--- config.mk ---
export PLATFORM = sky130hd
export DESIGN_NAME = bgs_front
export DESIGN_NICKNAME = d
export VERILOG_FILES = /design/src/rtl/core/bgs_pkg.sv /design/src/rtl/core/bgs_front.sv
export SDC_FILE = /design/constraint.sdc
export NUM_CORES = 1
export LEC_CHECK = 0
export BUFFER_PORTS_ARGS = -buffer_cell sky130_fd_sc_hd__buf_2
export CAP_MARGIN = 20
export CORE_UTILIZATION = 41
export CTS_BUF_LIST = sky130_fd_sc_hd__clkbuf_4 sky130_fd_sc_hd__clkbuf_8 sky130_fd_sc_hd__clkbuf_16
export CTS_CLUSTER_DIAMETER = 30
export DETAILED_ROUTE_END_ITERATION = 6
export GPL_TIMING_DRIVEN = 1
export PLACE_DENSITY_LB_ADDON = 0.2
export SYNTH_ARGS = -nofsm -noshare
export SYNTH_HDL_FRONTEND = slang
export SYNTH_SLANG_ARGS = --single-unit
--- constraint.sdc ---
create_clock -name clk -period 8.1 [get_ports clk]
set_input_delay 2.43 -clock clk [delete_from_list [all_inputs] [get_ports clk]]
set_output_delay 2.43 -clock clk [all_outputs]
set_load 0.05 [all_outputs]
--- src/rtl/core/bgs_pkg.sv ---
// ----------------------------------------------------------------------------
// bgs_pkg
// shared sizes, item codes, queue entry type and the sigmoid lookup table
// ----------------------------------------------------------------------------
package bgs_pkg;

	localparam int NEURONS         = 64;
	localparam int SIGMOID_ENTRIES = 1024;

	// fixed field widths
	localparam int KIND_W  = 2;
	localparam int ROW_W   = 6;
	localparam int VALUE_W = 16;
	localparam int RAND_W  = 16;
	localparam int OUT_IDX_W = 6;

	// derived sizes
	localparam int IDX_W     = (NEURONS > 1) ? $clog2(NEURONS) : 1;
	localparam int WADDR_W   = $clog2(NEURONS * NEURONS);
	localparam int ACC_W     = VALUE_W + $clog2(NEURONS + 1);
	localparam int SIG_IDX_W = $clog2(SIGMOID_ENTRIES);
	localparam int POT_OFS_W = 12;
	localparam int PROD_W    = POT_OFS_W + $clog2(SIGMOID_ENTRIES + 1);
	localparam int SIG_W     = 16;

	localparam int QUEUE_DEPTH = 4;
	localparam int QPTR_W      = $clog2(QUEUE_DEPTH);

	// item kinds on the input port
	localparam logic [KIND_W-1:0] KIND_WEIGHT = 2'd0;
	localparam logic [KIND_W-1:0] KIND_BIAS   = 2'd1;
	localparam logic [KIND_W-1:0] KIND_UPDATE = 2'd2;

	// exp(-1/256) in q0.32
	localparam logic [63:0] EXP_STEP_Q32 = 64'd4278222805;

	typedef enum logic [1:0] {
		OP_WEIGHT,
		OP_BIAS,
		OP_UPDATE
	} op_t;

	typedef struct packed {
		op_t                       op;
		logic [ROW_W-1:0]          row;
		logic [ROW_W-1:0]          column;
		logic signed [VALUE_W-1:0] value;
		logic                      initial_bit;
		logic [RAND_W-1:0]         random_value;
	} qent_t;

	typedef struct packed {
		logic  valid;
		qent_t ent;
	} push_t;

	typedef logic [SIG_W-1:0] sig_table_t [SIGMOID_ENTRIES];

	// exp(-a/256) in q0.32 by repeated squaring, each product rounded
	function automatic logic [63:0] exp_neg_q32(input logic [11:0] a);
		logic [63:0] pw;
		logic [63:0] e;
		int i;
		pw = EXP_STEP_Q32;
		e  = 64'd1 << 32;
		for (i = 0; i < 12; i++) begin
			if (a[i]) begin
				e = (e * pw + (64'd1 << 31)) >> 32;
			end
			pw = (pw * pw + (64'd1 << 31)) >> 32;
		end
		return e;
	endfunction

	// one table entry: rounded sigmoid in q0.16, long division by shift and subtract
	function automatic logic [SIG_W-1:0] sig_entry(input int k);
		int          m;
		int          i;
		logic [11:0] a;
		logic [63:0] e;
		logic [63:0] den;
		logic [63:0] num;
		logic [63:0] rem;
		logic [48:0] q;
		m   = -2048 + (k * 4096) / SIGMOID_ENTRIES;
		a   = 12'((m < 0) ? -m : m);
		e   = exp_neg_q32(a);
		den = (64'd1 << 32) + e;
		num = (m >= 0) ? (64'd1 << 48) : (e << 16);
		num = num + (den >> 1);
		rem = 64'd0;
		q   = 49'd0;
		for (i = 48; i >= 0; i--) begin
			rem = {rem[62:0], num[i]};
			if (rem >= den) begin
				rem  = rem - den;
				q[i] = 1'b1;
			end
		end
		return (q > 49'd65535) ? 16'hFFFF : q[15:0];
	endfunction

	function automatic sig_table_t build_sig_table();
		sig_table_t t;
		int k;
		for (k = 0; k < SIGMOID_ENTRIES; k++) begin
			t[k] = sig_entry(k);
		end
		return t;
	endfunction

	localparam sig_table_t SIG_TABLE = build_sig_table();

endpackage

--- src/rtl/core/bgs_front.sv ---
// ----------------------------------------------------------------------------
// bgs_front
// input stage: takes items, drops unused kinds and out-of-range writes
// ----------------------------------------------------------------------------
module bgs_front import bgs_pkg::*; (
	input  logic                      clk,
	input  logic                      arst_n,
	input  logic                      in_valid,
	output logic                      in_stall,
	input  logic [KIND_W-1:0]         kind,
	input  logic [ROW_W-1:0]          row,
	input  logic [ROW_W-1:0]          column,
	input  logic signed [VALUE_W-1:0] value,
	input  logic                      initial_bit,
	input  logic [RAND_W-1:0]         random_value,
	output push_t                     push,
	input  logic                      queue_full
);

	logic  valid_s1;
	qent_t ent_s1;
	logic  keep;
	op_t   op;
	logic  row_ok;
	logic  col_ok;

	assign row_ok = (32'(row) < NEURONS);
	assign col_ok = (32'(column) < NEURONS);

	always_comb begin
		keep = 1'b0;
		op   = OP_UPDATE;
		unique case (kind)
			KIND_WEIGHT: begin
				keep = row_ok && col_ok;
				op   = OP_WEIGHT;
			end
			KIND_BIAS: begin
				keep = row_ok;
				op   = OP_BIAS;
			end
			KIND_UPDATE: begin
				keep = 1'b1;
				op   = OP_UPDATE;
			end
			default: begin
				keep = 1'b0;
				op   = OP_UPDATE;
			end
		endcase
	end

	// held item waits here while the queue is full
	assign in_stall = valid_s1 && queue_full;

	always_ff @(posedge clk or negedge arst_n) begin
		if (!arst_n) begin
			valid_s1 <= 1'b0;
		end else if (!in_stall) begin
			valid_s1 <= in_valid && keep;
		end
	end

	always_ff @(posedge clk) begin
		if (!in_stall && in_valid) begin
			ent_s1.op           <= op;
			ent_s1.row          <= row;
			ent_s1.column       <= column;
			ent_s1.value        <= value;
			ent_s1.initial_bit  <= initial_bit;
			ent_s1.random_value <= random_value;
		end
	end

	assign push.valid = valid_s1 && !queue_full;
	assign push.ent   = ent_s1;

endmodule

# Word level (Yosys, flattened, before mapping)
# Index checks and enable logic that the tools add are counted.
# totals
ram_bits,0
regBits,48
out_inout_bits,49
elab_cells,19
latchBits,0
n_memories,0
rom_bits,0
# op_classes
mul,0
n_lt_le_gt_ge,0
n_reduce_logical,8
muxes,2
n_addsub,0
eq_ne,2
bitwise_logic,0
n_div,0
shifts,0
# ops
operator,count
$logic_and 1x1->1,4
$pmux 2 s2,1
$reduce_or 3->1,1
$eq 2x1->1 const B,1
$eq 2x2->1 const B,1
$logic_not 1->1,2
$logic_not 2->1,1
$mux 1,1

# Logic depth before layout (Yosys ltp)
# depth
ltp_word,4
depth_mapped,2
mapped_depth_nobuf,2

# Worst setup path before layout
# No wires, ideal clock.
# synth_path
kind,input port to output port
from,input port queue_full
to,output port push[47] in the netlist's numbering
arrival_time_ns,2.889
path_buffers,0
path_slack_ns,2.781
required_ns,5.670
path_stages,1
cell_sequence,and2b_1
# synth_via
elab_chain_len,2
# synth_rtl
item,line_no,rtl
from (decl),bgs_front.sv:17,input logic queue_full
$logic_not 1->1,bgs_front.sv:75,assign push.valid = valid_s1 && !queue_full;
$logic_and 1x1->1,bgs_front.sv:75,
to (decl),bgs_front.sv:16,"output push_t push,"
# No other way between the ends.

==> metrics <==
Worst setup SP type primary input; VDD IR-drop max 0.134 mV; num ports 100; Tot Pwr 0.514 mW; Reg2Reg Depth 3; vias in the first global route 750; final setup violation count 0; syn_area_per_cell 26.9 sq um; Hold Path Origin valid_s1; Power Density 240 nW/um^2; element type at the critical path end primary output; die height 62.1 microns; setup TNS 0 ps; starting DRC count in detailed routing 19; Post-synth ARST share 2.08%; RSZ-0062 raised after global routing no; CTS Hold Bufs 0; top post-synthesis cells by count 47 x edfxtp_1, 2 x nor2b_1; CP arrival 2960 ps; crit path buf inv count 2; area taken by multi-input logic gates 47.5 sq um; post-synthesis cell count 55; number of nets in the layout 212; delay-heaviest family, CP buffers and inverters; Hold Violations, Final 0; count leader, synth edfxtp_1; post-CTS sizing 0; port bufs 99; largest net degree at the start of global routing 31; CTS buffer count 5; number of flops mapped to enable cells by yosys 47; root buf cell clkbuf_4; Final ANT Viol Nets 0; detailed-route DRC error count 0; postcts setup bufs 0; via/cell ratio 4.38; total track usage 12.6%; FP Rows 21; H-Tree Depth 2; flop2flop setup slack 6550 ps; Crit Path Max Fanout 2; critical path type in -> out; drt total wl 2480 microns; First-pass DRT Iterations 4; die width 62.1 microns; register area share after synthesis 97.0%; cell leakage power 0.932 nW; Final Util 63.0%; flop and latch count out of synthesis 48; DR vias 910; Levels on crit path 3; antenna cell count 0; max cap viols 0; share of the synthesized area in the top cell type 95.4%; max-slew violations 0; core area 3390 sq um; Largest stage delay, worst path 250 ps; Crit Reg-Reg Startpoint valid_s1; Die ar. 3850 sq um; run status completed; required time worst endpoint 5670 ps; Clk Latency, worst-skew pair 340 ps; max_slew headroom 64.7%; initial antenna violation count 0; Storage cell area 1440 sq um; capture point of the worst path push[47]; clk_skew 3.37 ps; post-synth cell types 8; initial core utilization 43.7%; TritonCTS clock tree done; first-pass GRT wire length 3210 microns; Fill cells 262; cell area after synthesis 1480 sq um; worst-path cell chain buf_2 > and2b_1 > buf_2; R2R Path End push[17]; post-synthesis net count 106; Synthesis Warnings 0; min cycle time layout 5390 ps; clock sinks 48; DR WL/cell 11.9 microns; slew of the pin with the lowest slew margin 529 ps; critical path startpoint queue_full; Clock transition at path regs 130 ps; Synth Flop Type edfxtp_1; Fmax 186 MHz; period utilization 66.5%; maximum clock path buffer count 2; slowest CP cell buf_2; grt ovf 0; Hold WC Path Type reg -> reg; Area Growth Syn to Fin 44.4%; synth top area cells edfxtp_1 95%, dfrtp_1 1.7%, nor2b_1 0.85%; half-perimeter wire length after placement 1880 microns; CP most frequent cell buf_2; layout cells sized above 1 67.9%; placer congestion estimate 0.679; Synth area leader edfxtp_1
layout make-up:
type | count | area share [%]
tap | 46 | 2.69
multi-input combinational | 6 | 2.22
sequential | 48 | 67.2
clock buffer | 5 | 1.76
clock inverter | 3 | 1.99
timing repair buffer | 100 | 24.1
worst min-delay path: stages (launching register included):
cell     delay (ps)
dfrtp_1         370
and2_4          160
a21o_1           90
routing by layer:
| layer | up-vias | share of wire, % | track usage, % |
|---|---|---|---|
| met3 | 5 | 13 | 6.42 |
| li1 | 426 | - | - |
| met5 | - | 0 | 0 |
| met2 | 64 | 49 | 20.7 |
| met4 | 0 | 1.9 | 6.67 |
| met1 | 415 | 36 | 13.3 |
report_power, final:
group | internal (mW) | switching, mW | total [mW]
combinational | 0.0207 | 0.0658 | 0.0865
sequential | 0.290 | 0.00301 | 0.293
clock | 0.0644 | 0.0696 | 0.134
total | 0.375 | 0.138 | 0.514
stage by stage:
stage | cells | setup slack, ps | hold WS [ps] | cell area (sq um)
after CTS | 208 | 2710 | 663 | 2140
after floorplan | 55 | 2780 | 683 | 1480
after detailed placement | 200 | 2720 | 635 | 2060
final | 208 | 2710 | 652 | 2140
after global placement | 199 | 2720 | 591 | 2040
after global routing | 208 | 2680 | 690 | 2140
worst min-delay path by stage:
stage | end | slack (ps) | cells after the start
after floorplan | valid_s1 | 680 | 2
after global placement | valid_s1 | 590 | 2
after detailed placement | valid_s1 | 630 | 2
after CTS | valid_s1 | 660 | 2
after global routing | valid_s1 | 690 | 2
final | valid_s1 | 650 | 2
flip-flops by register name, indices dropped and copies added (netlist names):
name	flops
valid_s1	1
push	47
placed cells by master, fill, tap and decap left out, drive strengths merged:
cell type	Yosys	layout
nor2b	2	2
clkbuf	1	5
clkinv	0	1
and2b	1	1
a21o	1	1
clkinvlp	0	1
and2	1	1
edfxtp	47	47
bufinv	0	1
nand2	1	1
buf	0	100
dfrtp	1	1
cells by family after synthesis:
kind of cell,synth area share (%)
simple gates,2.20
buf+inv,0.253
flops,97.0
compound gates,0.507
Note: power is estimated with default switching activity, not from simulation.
