===== src/rtl/core/bgs_pkg.sv =====
// ----------------------------------------------------------------------------
// bgs_pkg
// shared sizes, item codes, queue entry type and the sigmoid lookup table
// ----------------------------------------------------------------------------
package bgs_pkg;

	localparam int NEURONS         = 64;
	localparam int SIGMOID_ENTRIES = 1024;

	// fixed field widths
	localparam int KIND_W  = 2;
	localparam int ROW_W   = 6;
	localparam int VALUE_W = 16;
	localparam int RAND_W  = 16;
	localparam int OUT_IDX_W = 6;

	// derived sizes
	localparam int IDX_W     = (NEURONS > 1) ? $clog2(NEURONS) : 1;
	localparam int WADDR_W   = $clog2(NEURONS * NEURONS);
	localparam int ACC_W     = VALUE_W + $clog2(NEURONS + 1);
	localparam int SIG_IDX_W = $clog2(SIGMOID_ENTRIES);
	localparam int POT_OFS_W = 12;
	localparam int PROD_W    = POT_OFS_W + $clog2(SIGMOID_ENTRIES + 1);
	localparam int SIG_W     = 16;

	localparam int QUEUE_DEPTH = 4;
	localparam int QPTR_W      = $clog2(QUEUE_DEPTH);

	// item kinds on the input port
	localparam logic [KIND_W-1:0] KIND_WEIGHT = 2'd0;
	localparam logic [KIND_W-1:0] KIND_BIAS   = 2'd1;
	localparam logic [KIND_W-1:0] KIND_UPDATE = 2'd2;

	// exp(-1/256) in q0.32
	localparam logic [63:0] EXP_STEP_Q32 = 64'd4278222805;

	typedef enum logic [1:0] {
		OP_WEIGHT,
		OP_BIAS,
		OP_UPDATE
	} op_t;

	typedef struct packed {
		op_t                       op;
		logic [ROW_W-1:0]          row;
		logic [ROW_W-1:0]          column;
		logic signed [VALUE_W-1:0] value;
		logic                      initial_bit;
		logic [RAND_W-1:0]         random_value;
	} qent_t;

	typedef struct packed {
		logic  valid;
		qent_t ent;
	} push_t;

	typedef logic [SIG_W-1:0] sig_table_t [SIGMOID_ENTRIES];

	// exp(-a/256) in q0.32 by repeated squaring, each product rounded
	function automatic logic [63:0] exp_neg_q32(input logic [11:0] a);
		logic [63:0] pw;
		logic [63:0] e;
		int i;
		pw = EXP_STEP_Q32;
		e  = 64'd1 << 32;
		for (i = 0; i < 12; i++) begin
			if (a[i]) begin
				e = (e * pw + (64'd1 << 31)) >> 32;
			end
			pw = (pw * pw + (64'd1 << 31)) >> 32;
		end
		return e;
	endfunction

	// one table entry: rounded sigmoid in q0.16, long division by shift and subtract
	function automatic logic [SIG_W-1:0] sig_entry(input int k);
		int          m;
		int          i;
		logic [11:0] a;
		logic [63:0] e;
		logic [63:0] den;
		logic [63:0] num;
		logic [63:0] rem;
		logic [48:0] q;
		m   = -2048 + (k * 4096) / SIGMOID_ENTRIES;
		a   = 12'((m < 0) ? -m : m);
		e   = exp_neg_q32(a);
		den = (64'd1 << 32) + e;
		num = (m >= 0) ? (64'd1 << 48) : (e << 16);
		num = num + (den >> 1);
		rem = 64'd0;
		q   = 49'd0;
		for (i = 48; i >= 0; i--) begin
			rem = {rem[62:0], num[i]};
			if (rem >= den) begin
				rem  = rem - den;
				q[i] = 1'b1;
			end
		end
		return (q > 49'd65535) ? 16'hFFFF : q[15:0];
	endfunction

	function automatic sig_table_t build_sig_table();
		sig_table_t t;
		int k;
		for (k = 0; k < SIGMOID_ENTRIES; k++) begin
			t[k] = sig_entry(k);
		end
		return t;
	endfunction

	localparam sig_table_t SIG_TABLE = build_sig_table();

endpackage


===== src/rtl/core/bgs_queue.sv =====
// ----------------------------------------------------------------------------
// bgs_queue
// short fifo between the input stage and the sampling engine
// ----------------------------------------------------------------------------
module bgs_queue import bgs_pkg::*; (
	input  logic  clk,
	input  logic  arst_n,
	input  push_t push,
	output logic  full,
	output logic  head_valid,
	output qent_t head,
	input  logic  pop
);

	qent_t             entries_q [QUEUE_DEPTH];
	logic [QPTR_W-1:0] wr_ptr_q;
	logic [QPTR_W-1:0] rd_ptr_q;
	logic [QPTR_W:0]   count_q;
	logic              do_pop;

	assign full       = (count_q == (QPTR_W+1)'(QUEUE_DEPTH));
	assign head_valid = (count_q != '0);
	assign head       = entries_q[rd_ptr_q];
	assign do_pop     = pop && head_valid;

	always_ff @(posedge clk or negedge arst_n) begin
		if (!arst_n) begin
			wr_ptr_q <= '0;
			rd_ptr_q <= '0;
			count_q  <= '0;
		end else begin
			if (push.valid) begin
				wr_ptr_q <= wr_ptr_q + 1'b1;
			end
			if (do_pop) begin
				rd_ptr_q <= rd_ptr_q + 1'b1;
			end
			if (push.valid && !do_pop) begin
				count_q <= count_q + 1'b1;
			end else if (!push.valid && do_pop) begin
				count_q <= count_q - 1'b1;
			end
		end
	end

	always_ff @(posedge clk) begin
		if (push.valid) begin
			entries_q[wr_ptr_q] <= push.ent;
		end
	end

endmodule


===== config.mk =====
export PLATFORM = sky130hd
export DESIGN_NAME = bgs_queue
export DESIGN_NICKNAME = d
export VERILOG_FILES = /design/src/rtl/core/bgs_pkg.sv /design/src/rtl/core/bgs_queue.sv
export SDC_FILE = /design/constraint.sdc
export NUM_CORES = 1
export LEC_CHECK = 0
export ABC_AREA = 1
export BUFFER_PORTS_ARGS = -buffer_cell sky130_fd_sc_hd__buf_2
export CAP_MARGIN = 0
export CORE_MARGIN = 2
export CORE_UTILIZATION = 55
export DETAILED_ROUTE_END_ITERATION = 8
export GPL_ROUTABILITY_DRIVEN = 0
export PLACE_DENSITY_LB_ADDON = 0.12
export SYNTH_ARGS = -nofsm -noshare
export SYNTH_HDL_FRONTEND = slang
export SYNTH_SLANG_ARGS = --single-unit

===== constraint.sdc =====
create_clock -name clk -period 2.28 [get_ports clk]
set_input_delay 0.114 -clock clk [delete_from_list [all_inputs] [get_ports clk]]
set_output_delay 0.114 -clock clk [all_outputs]
set_load 0.02 [all_outputs]

Yosys cells after proc, flatten, opt, wreduce, memory -nomap -nowiden
Memories as Yosys holds them, arrays and structs flattened.
Cells that the tools add are included.
{ "totals": {"register_bits": 7, "word_cells": 20, "memories": 1, "output_inout_bits": 49, "input_bits": 51, "mem_bits_rw": 188} }
{ "memory_table": {"columns": ["name", "words", "word_bits", "read_ports", "rd_clocked_by_memory_dff", "wr", "line", "rtl"], "rows": [
  ["entries_q", 4, 47, 1, 0, 1, "bgs_queue.sv:15", "qent_t entries_q [QUEUE_DEPTH];"]
]} }
{ "classes": {"reduce_logical": 7, "mux": 4, "n_eq_ne": 1, "addsub": 4} }
{ "op_table": {"columns": ["operator", "count"], "rows": [
  ["$mux W3", 2],
  ["$add A2 B1 Y2 const B", 2],
  ["$add A3 B1 Y3 const B", 1],
  ["$eq A3 B3 Y1 const B", 1],
  ["$logic_and A1 B1 Y1", 3],
  ["$reduce_bool A3 Y1", 1],
  ["$sub A3 B1 Y3 const B", 1],
  ["$logic_not A1 Y1", 2],
  ["$mux W1", 2],
  ["$reduce_bool A2 Y1", 1]
]} }

Longest topological paths before layout
{ "depth": {"word_depth": 5, "ltp_mapped": 11} }

Least setup slack after synthesis
No wires, ideal clock.
{ "synth_timing": {"path_type": "reg2reg", "startpoint": "reg wr_ptr_q[0]", "endpoint": "mem entries_q[2][0] in the netlist's numbering, enable pin", "synth_period_minus_slack_ns": 1.988, "path_slack_ns": 0.292, "n_path_buf": 0, "required_time_ns": 1.879, "setup_time_ns": 0.401, "stages_incl_launch_ff": 5, "t_arrival_ns": 1.587, "cell_sequence": "dfrtp_1 > inv_1 > ha_1 > nand2_1 > inv_1"} }
{ "synth_rtl": {"columns": ["item", "line", "rtl"], "rows": [
  ["from (decl)", "bgs_queue.sv:16", "logic [QPTR_W-1:0] wr_ptr_q;"],
  ["from (signal assigned)", "bgs_queue.sv:33", "wr_ptr_q <= wr_ptr_q + 1'b1;"],
  ["to (decl)", "bgs_queue.sv:15", null]
]} }
Straight into the memory's write port.

==> results_dict.tcl <==
set metrics [dict create \
    final.fill_count 982 \
    seq_area_frac_synth 0.739 \
    drt_first_iter_violations 197 \
    power.leakage_nw 3.97 \
    maximum_number_of_pins_on_one_net_before_global_route_repair 70 \
    min-delay-path-class "in -> async" \
    critical_path.max_fanout 53 \
    worst_pin_slew_ns 0.633 \
    full_die_area_mm2 0.0153 \
    timing_worst_setup_path_type "reg -> out" \
    nets 811 \
    timing.critical_path.from_type "flop" \
    track_usage 0.203 \
    detailedPlacementHpwl_um 8410 \
    die-height_um 124 \
    area_of_combinational_cells_with_multiple_inputs_mm2 0.00145 \
    setup-violations-final 0 \
    rows 43 \
    clock_latency_on_the_worst_skew_pair_ns 0.42 \
    total_via_count_after_detailed_routing 4895 \
    ys.warnings.count 0 \
    flow.area_growth_from_synthesis_pct 22.2 \
    cts_post_setup_buffers_inserted 0 \
    worstPathBufferInverterCount 3 \
    fin_tns_setup_ns 0 \
    fin_area_mm2 0.00962 \
    min_period_over_period 0.902 \
    max_cap_viol_count 0 \
    avgViaCountPerCell 5.20 \
    worst-endpoint-arrival_ns 1.94 \
    clock_tree.htree_level_count 4 \
    syn_area_mm2 0.00787 \
    grt_antenna_before_repair 0 \
    postSynthAreaPerCell_um2 13.1 \
    postRouteWirelength_um 14600 \
    critical_path_required_ns 2.17 \
    synth_area_leaders "edfxtp_1 (72%), o211ai_1 (9.0%), nand2_1 (7.7%)" \
    irDropWorstVdd_mv 0.748 \
    die_w_um 124 \
    cts-root-to-sink-buffers 2 \
    yosys.cell_count.top_type "edfxtp_1" \
    cts_sinks 195 \
    endpoint_kind "output pin" \
    placedInstanceArea_mm2 0.00857 \
    period_needed_ns 2.06 \
    grt_first_pass_wirelength_um 22700 \
    synth_top_flop_cell "edfxtp_1" \
    critical_path.slowest_cell "dfrtp_1" \
    netlist.top_cell.by_area "edfxtp_1" \
    firstDrtPassIters 4 \
    drc 0 \
    synth_cell_type_count 21 \
    regArea_mm2 0.00582 \
    async_reset_ff_frac 0.0359 \
    status "finished, final reports clean" \
    synthesis.instances 603 \
    slowest_delay_ns 0.42 \
    cellPowerDensity_mw_per_mm2 1270 \
    timing.final.max_slew_violations 0 \
    global_route.overflow_total 0 \
    synth_top_cells_by_count "edfxtp_1 (188), nand2_1 (161), inv_1 (105), o211ai_1 (94), clkbuf_1 (9)" \
    synth_enable_flop_cells 188 \
    report.final.hold_viol_count 0 \
    number_of_synthesized_register_bits 195 \
    max_clock_freq_ghz 0.486 \
    critical-path-top-cell-by-count "nand2_1" \
    post_route_cells_drive_above_1_share 0.189 \
    worst_slew_margin_rel 0.578 \
    finalClockSkew_ns 0.00558 \
    floorplan.initialDensity 0.565 \
    tritoncts.num_buffers 17 \
    n_antenna_cell 0 \
    core_area_mm2 0.0139 \
    unrepaired_setup_endpoints_after_global_routing "no" \
    cts_root_buffer "clkbuf_16" \
    drt.antenna.violating_nets 0 \
    number_of_global_route_vias_before_repair 4693 \
    post-synth-top-area-fraction 0.717 \
    wl_per_cell_um 15.5 \
    ios 100 \
    path_clk_slew_ns 0.06 \
    mappedNetlistNets 660 \
    cpLargestDelayFamily "buffers and inverters" \
    worstPathCellList "inv_4, buf_12, nand2_1, o211ai_1, nand2_1, buf_2" \
    cts_tree "done" \
    port-buffer-count 99 \
]
==> cell families (layout without fill, tap and decap cells) <==
logic type	Yosys count	after routing	share of synthesized area
XOR/XNOR	2	2	0.00223
adder cells (fa/ha/maj)	6	6	0.0105
flip-flops	195	195	0.739
buffers and inverters	138	297	0.0771
AND/OR/NAND/NOR	167	167	0.0806
AO/OA/AOI/OAI	95	95	0.0903
==> placed cells by master (no fill, tap or decap), types with 2 or more instances in the layout <==
cell type and instances:
buf_12 6, nand2_1 161, buf_2 99, edfxtp_1 188, dlygate4sd3_1 50, clkinv_1 2
clkbuf_16 17, ha_1 5, nand3_1 3, buf_4 8, bufinv_16 3, inv_2 5
dfrtp_1 6, inv_1 101, clkinv_2 4, o211ai_1 94
==> state kept, by name, summed over array words and instances, names as in the netlist <==
register	flops
count_q	3
entries_q	188
rd_ptr_q	2
wr_ptr_q	2
==> stage by stage <==
step	setup slack, ns	hold slack [ns]	std cells	utilization	power [mW]
4_1_cts	0.219	0.0448	942	0.690	12.3
6_report	0.224	0.0530	942	0.690	12.2
2_1_floorplan	0.292	-0.182	603	-	8.06
3_5_place_dp	0.477	-0.0390	865	0.615	9.45
3_3_place_gp	0.599	-0.0471	865	0.615	9.32
5_1_grt	0.113	0.0441	942	0.690	13.0
==> worst register-to-register path: stages (launching register included) <==
cell     delay, ns
dfrtp_1       0.44
nor2_1        0.14
nand2_1       0.13
nand2_1       0.12
ha_1          0.17
inv_1         0.07
fa_1          0.39
nand2_1       0.10
nand3_1       0.07
nand2_1       0.06
nand2_1       0.04
==> report_power, final <==
group	switching [mW]	internal, mW
clock network	1.14	1.68
registers	0.188	4.69
logic	3.09	1.44
total	4.42	7.81
==> final timing paths <==
check                      slack [ns]   startpoint  depth (start not counted)                to
setup / recovery                 0.22  rd_ptr_q[0]                          6           head[6]
hold / removal                   0.05       arst_n                          2        count_q[0]
setup reg to reg                 0.44   count_q[0]                         10        count_q[2]
hold reg to reg                  0.48   count_q[2]                          2        count_q[2]
max in group asynchronous        2.05       arst_n                          2       rd_ptr_q[1]
min in group clk                 0.44     push[27]                          2  entries_q[0][27]
==> routing by layer <==
| metal | GRT usage | wire (um) |
|---|---|---|
| met3 | 0.0449 | 658 |
| met2 | 0.345 | 7560 |
| met5 | 0 | 0 |
| met1 | 0.251 | 6160 |
| met4 | 0.0852 | 226 |
==> layout make-up <==
| type | instances | area share |
|---|---|---|
| inverters | 107 | 0.0420 |
| multi-input cells | 270 | 0.150 |
| repair buffers | 163 | 0.122 |
| flip-flops and latches | 195 | 0.605 |
| clock inverters | 9 | 0.0122 |
| well taps | 180 | 0.0234 |
| clock buffers | 18 | 0.0446 |
==> what timing repair did <==
action | 4_1_cts | 5_1_grt
hold endpoints to repair | 197 | 0
gates resized for setup | 0 | 0
hold buffers | 50 | 0
(Power assumes the default switching activity.)
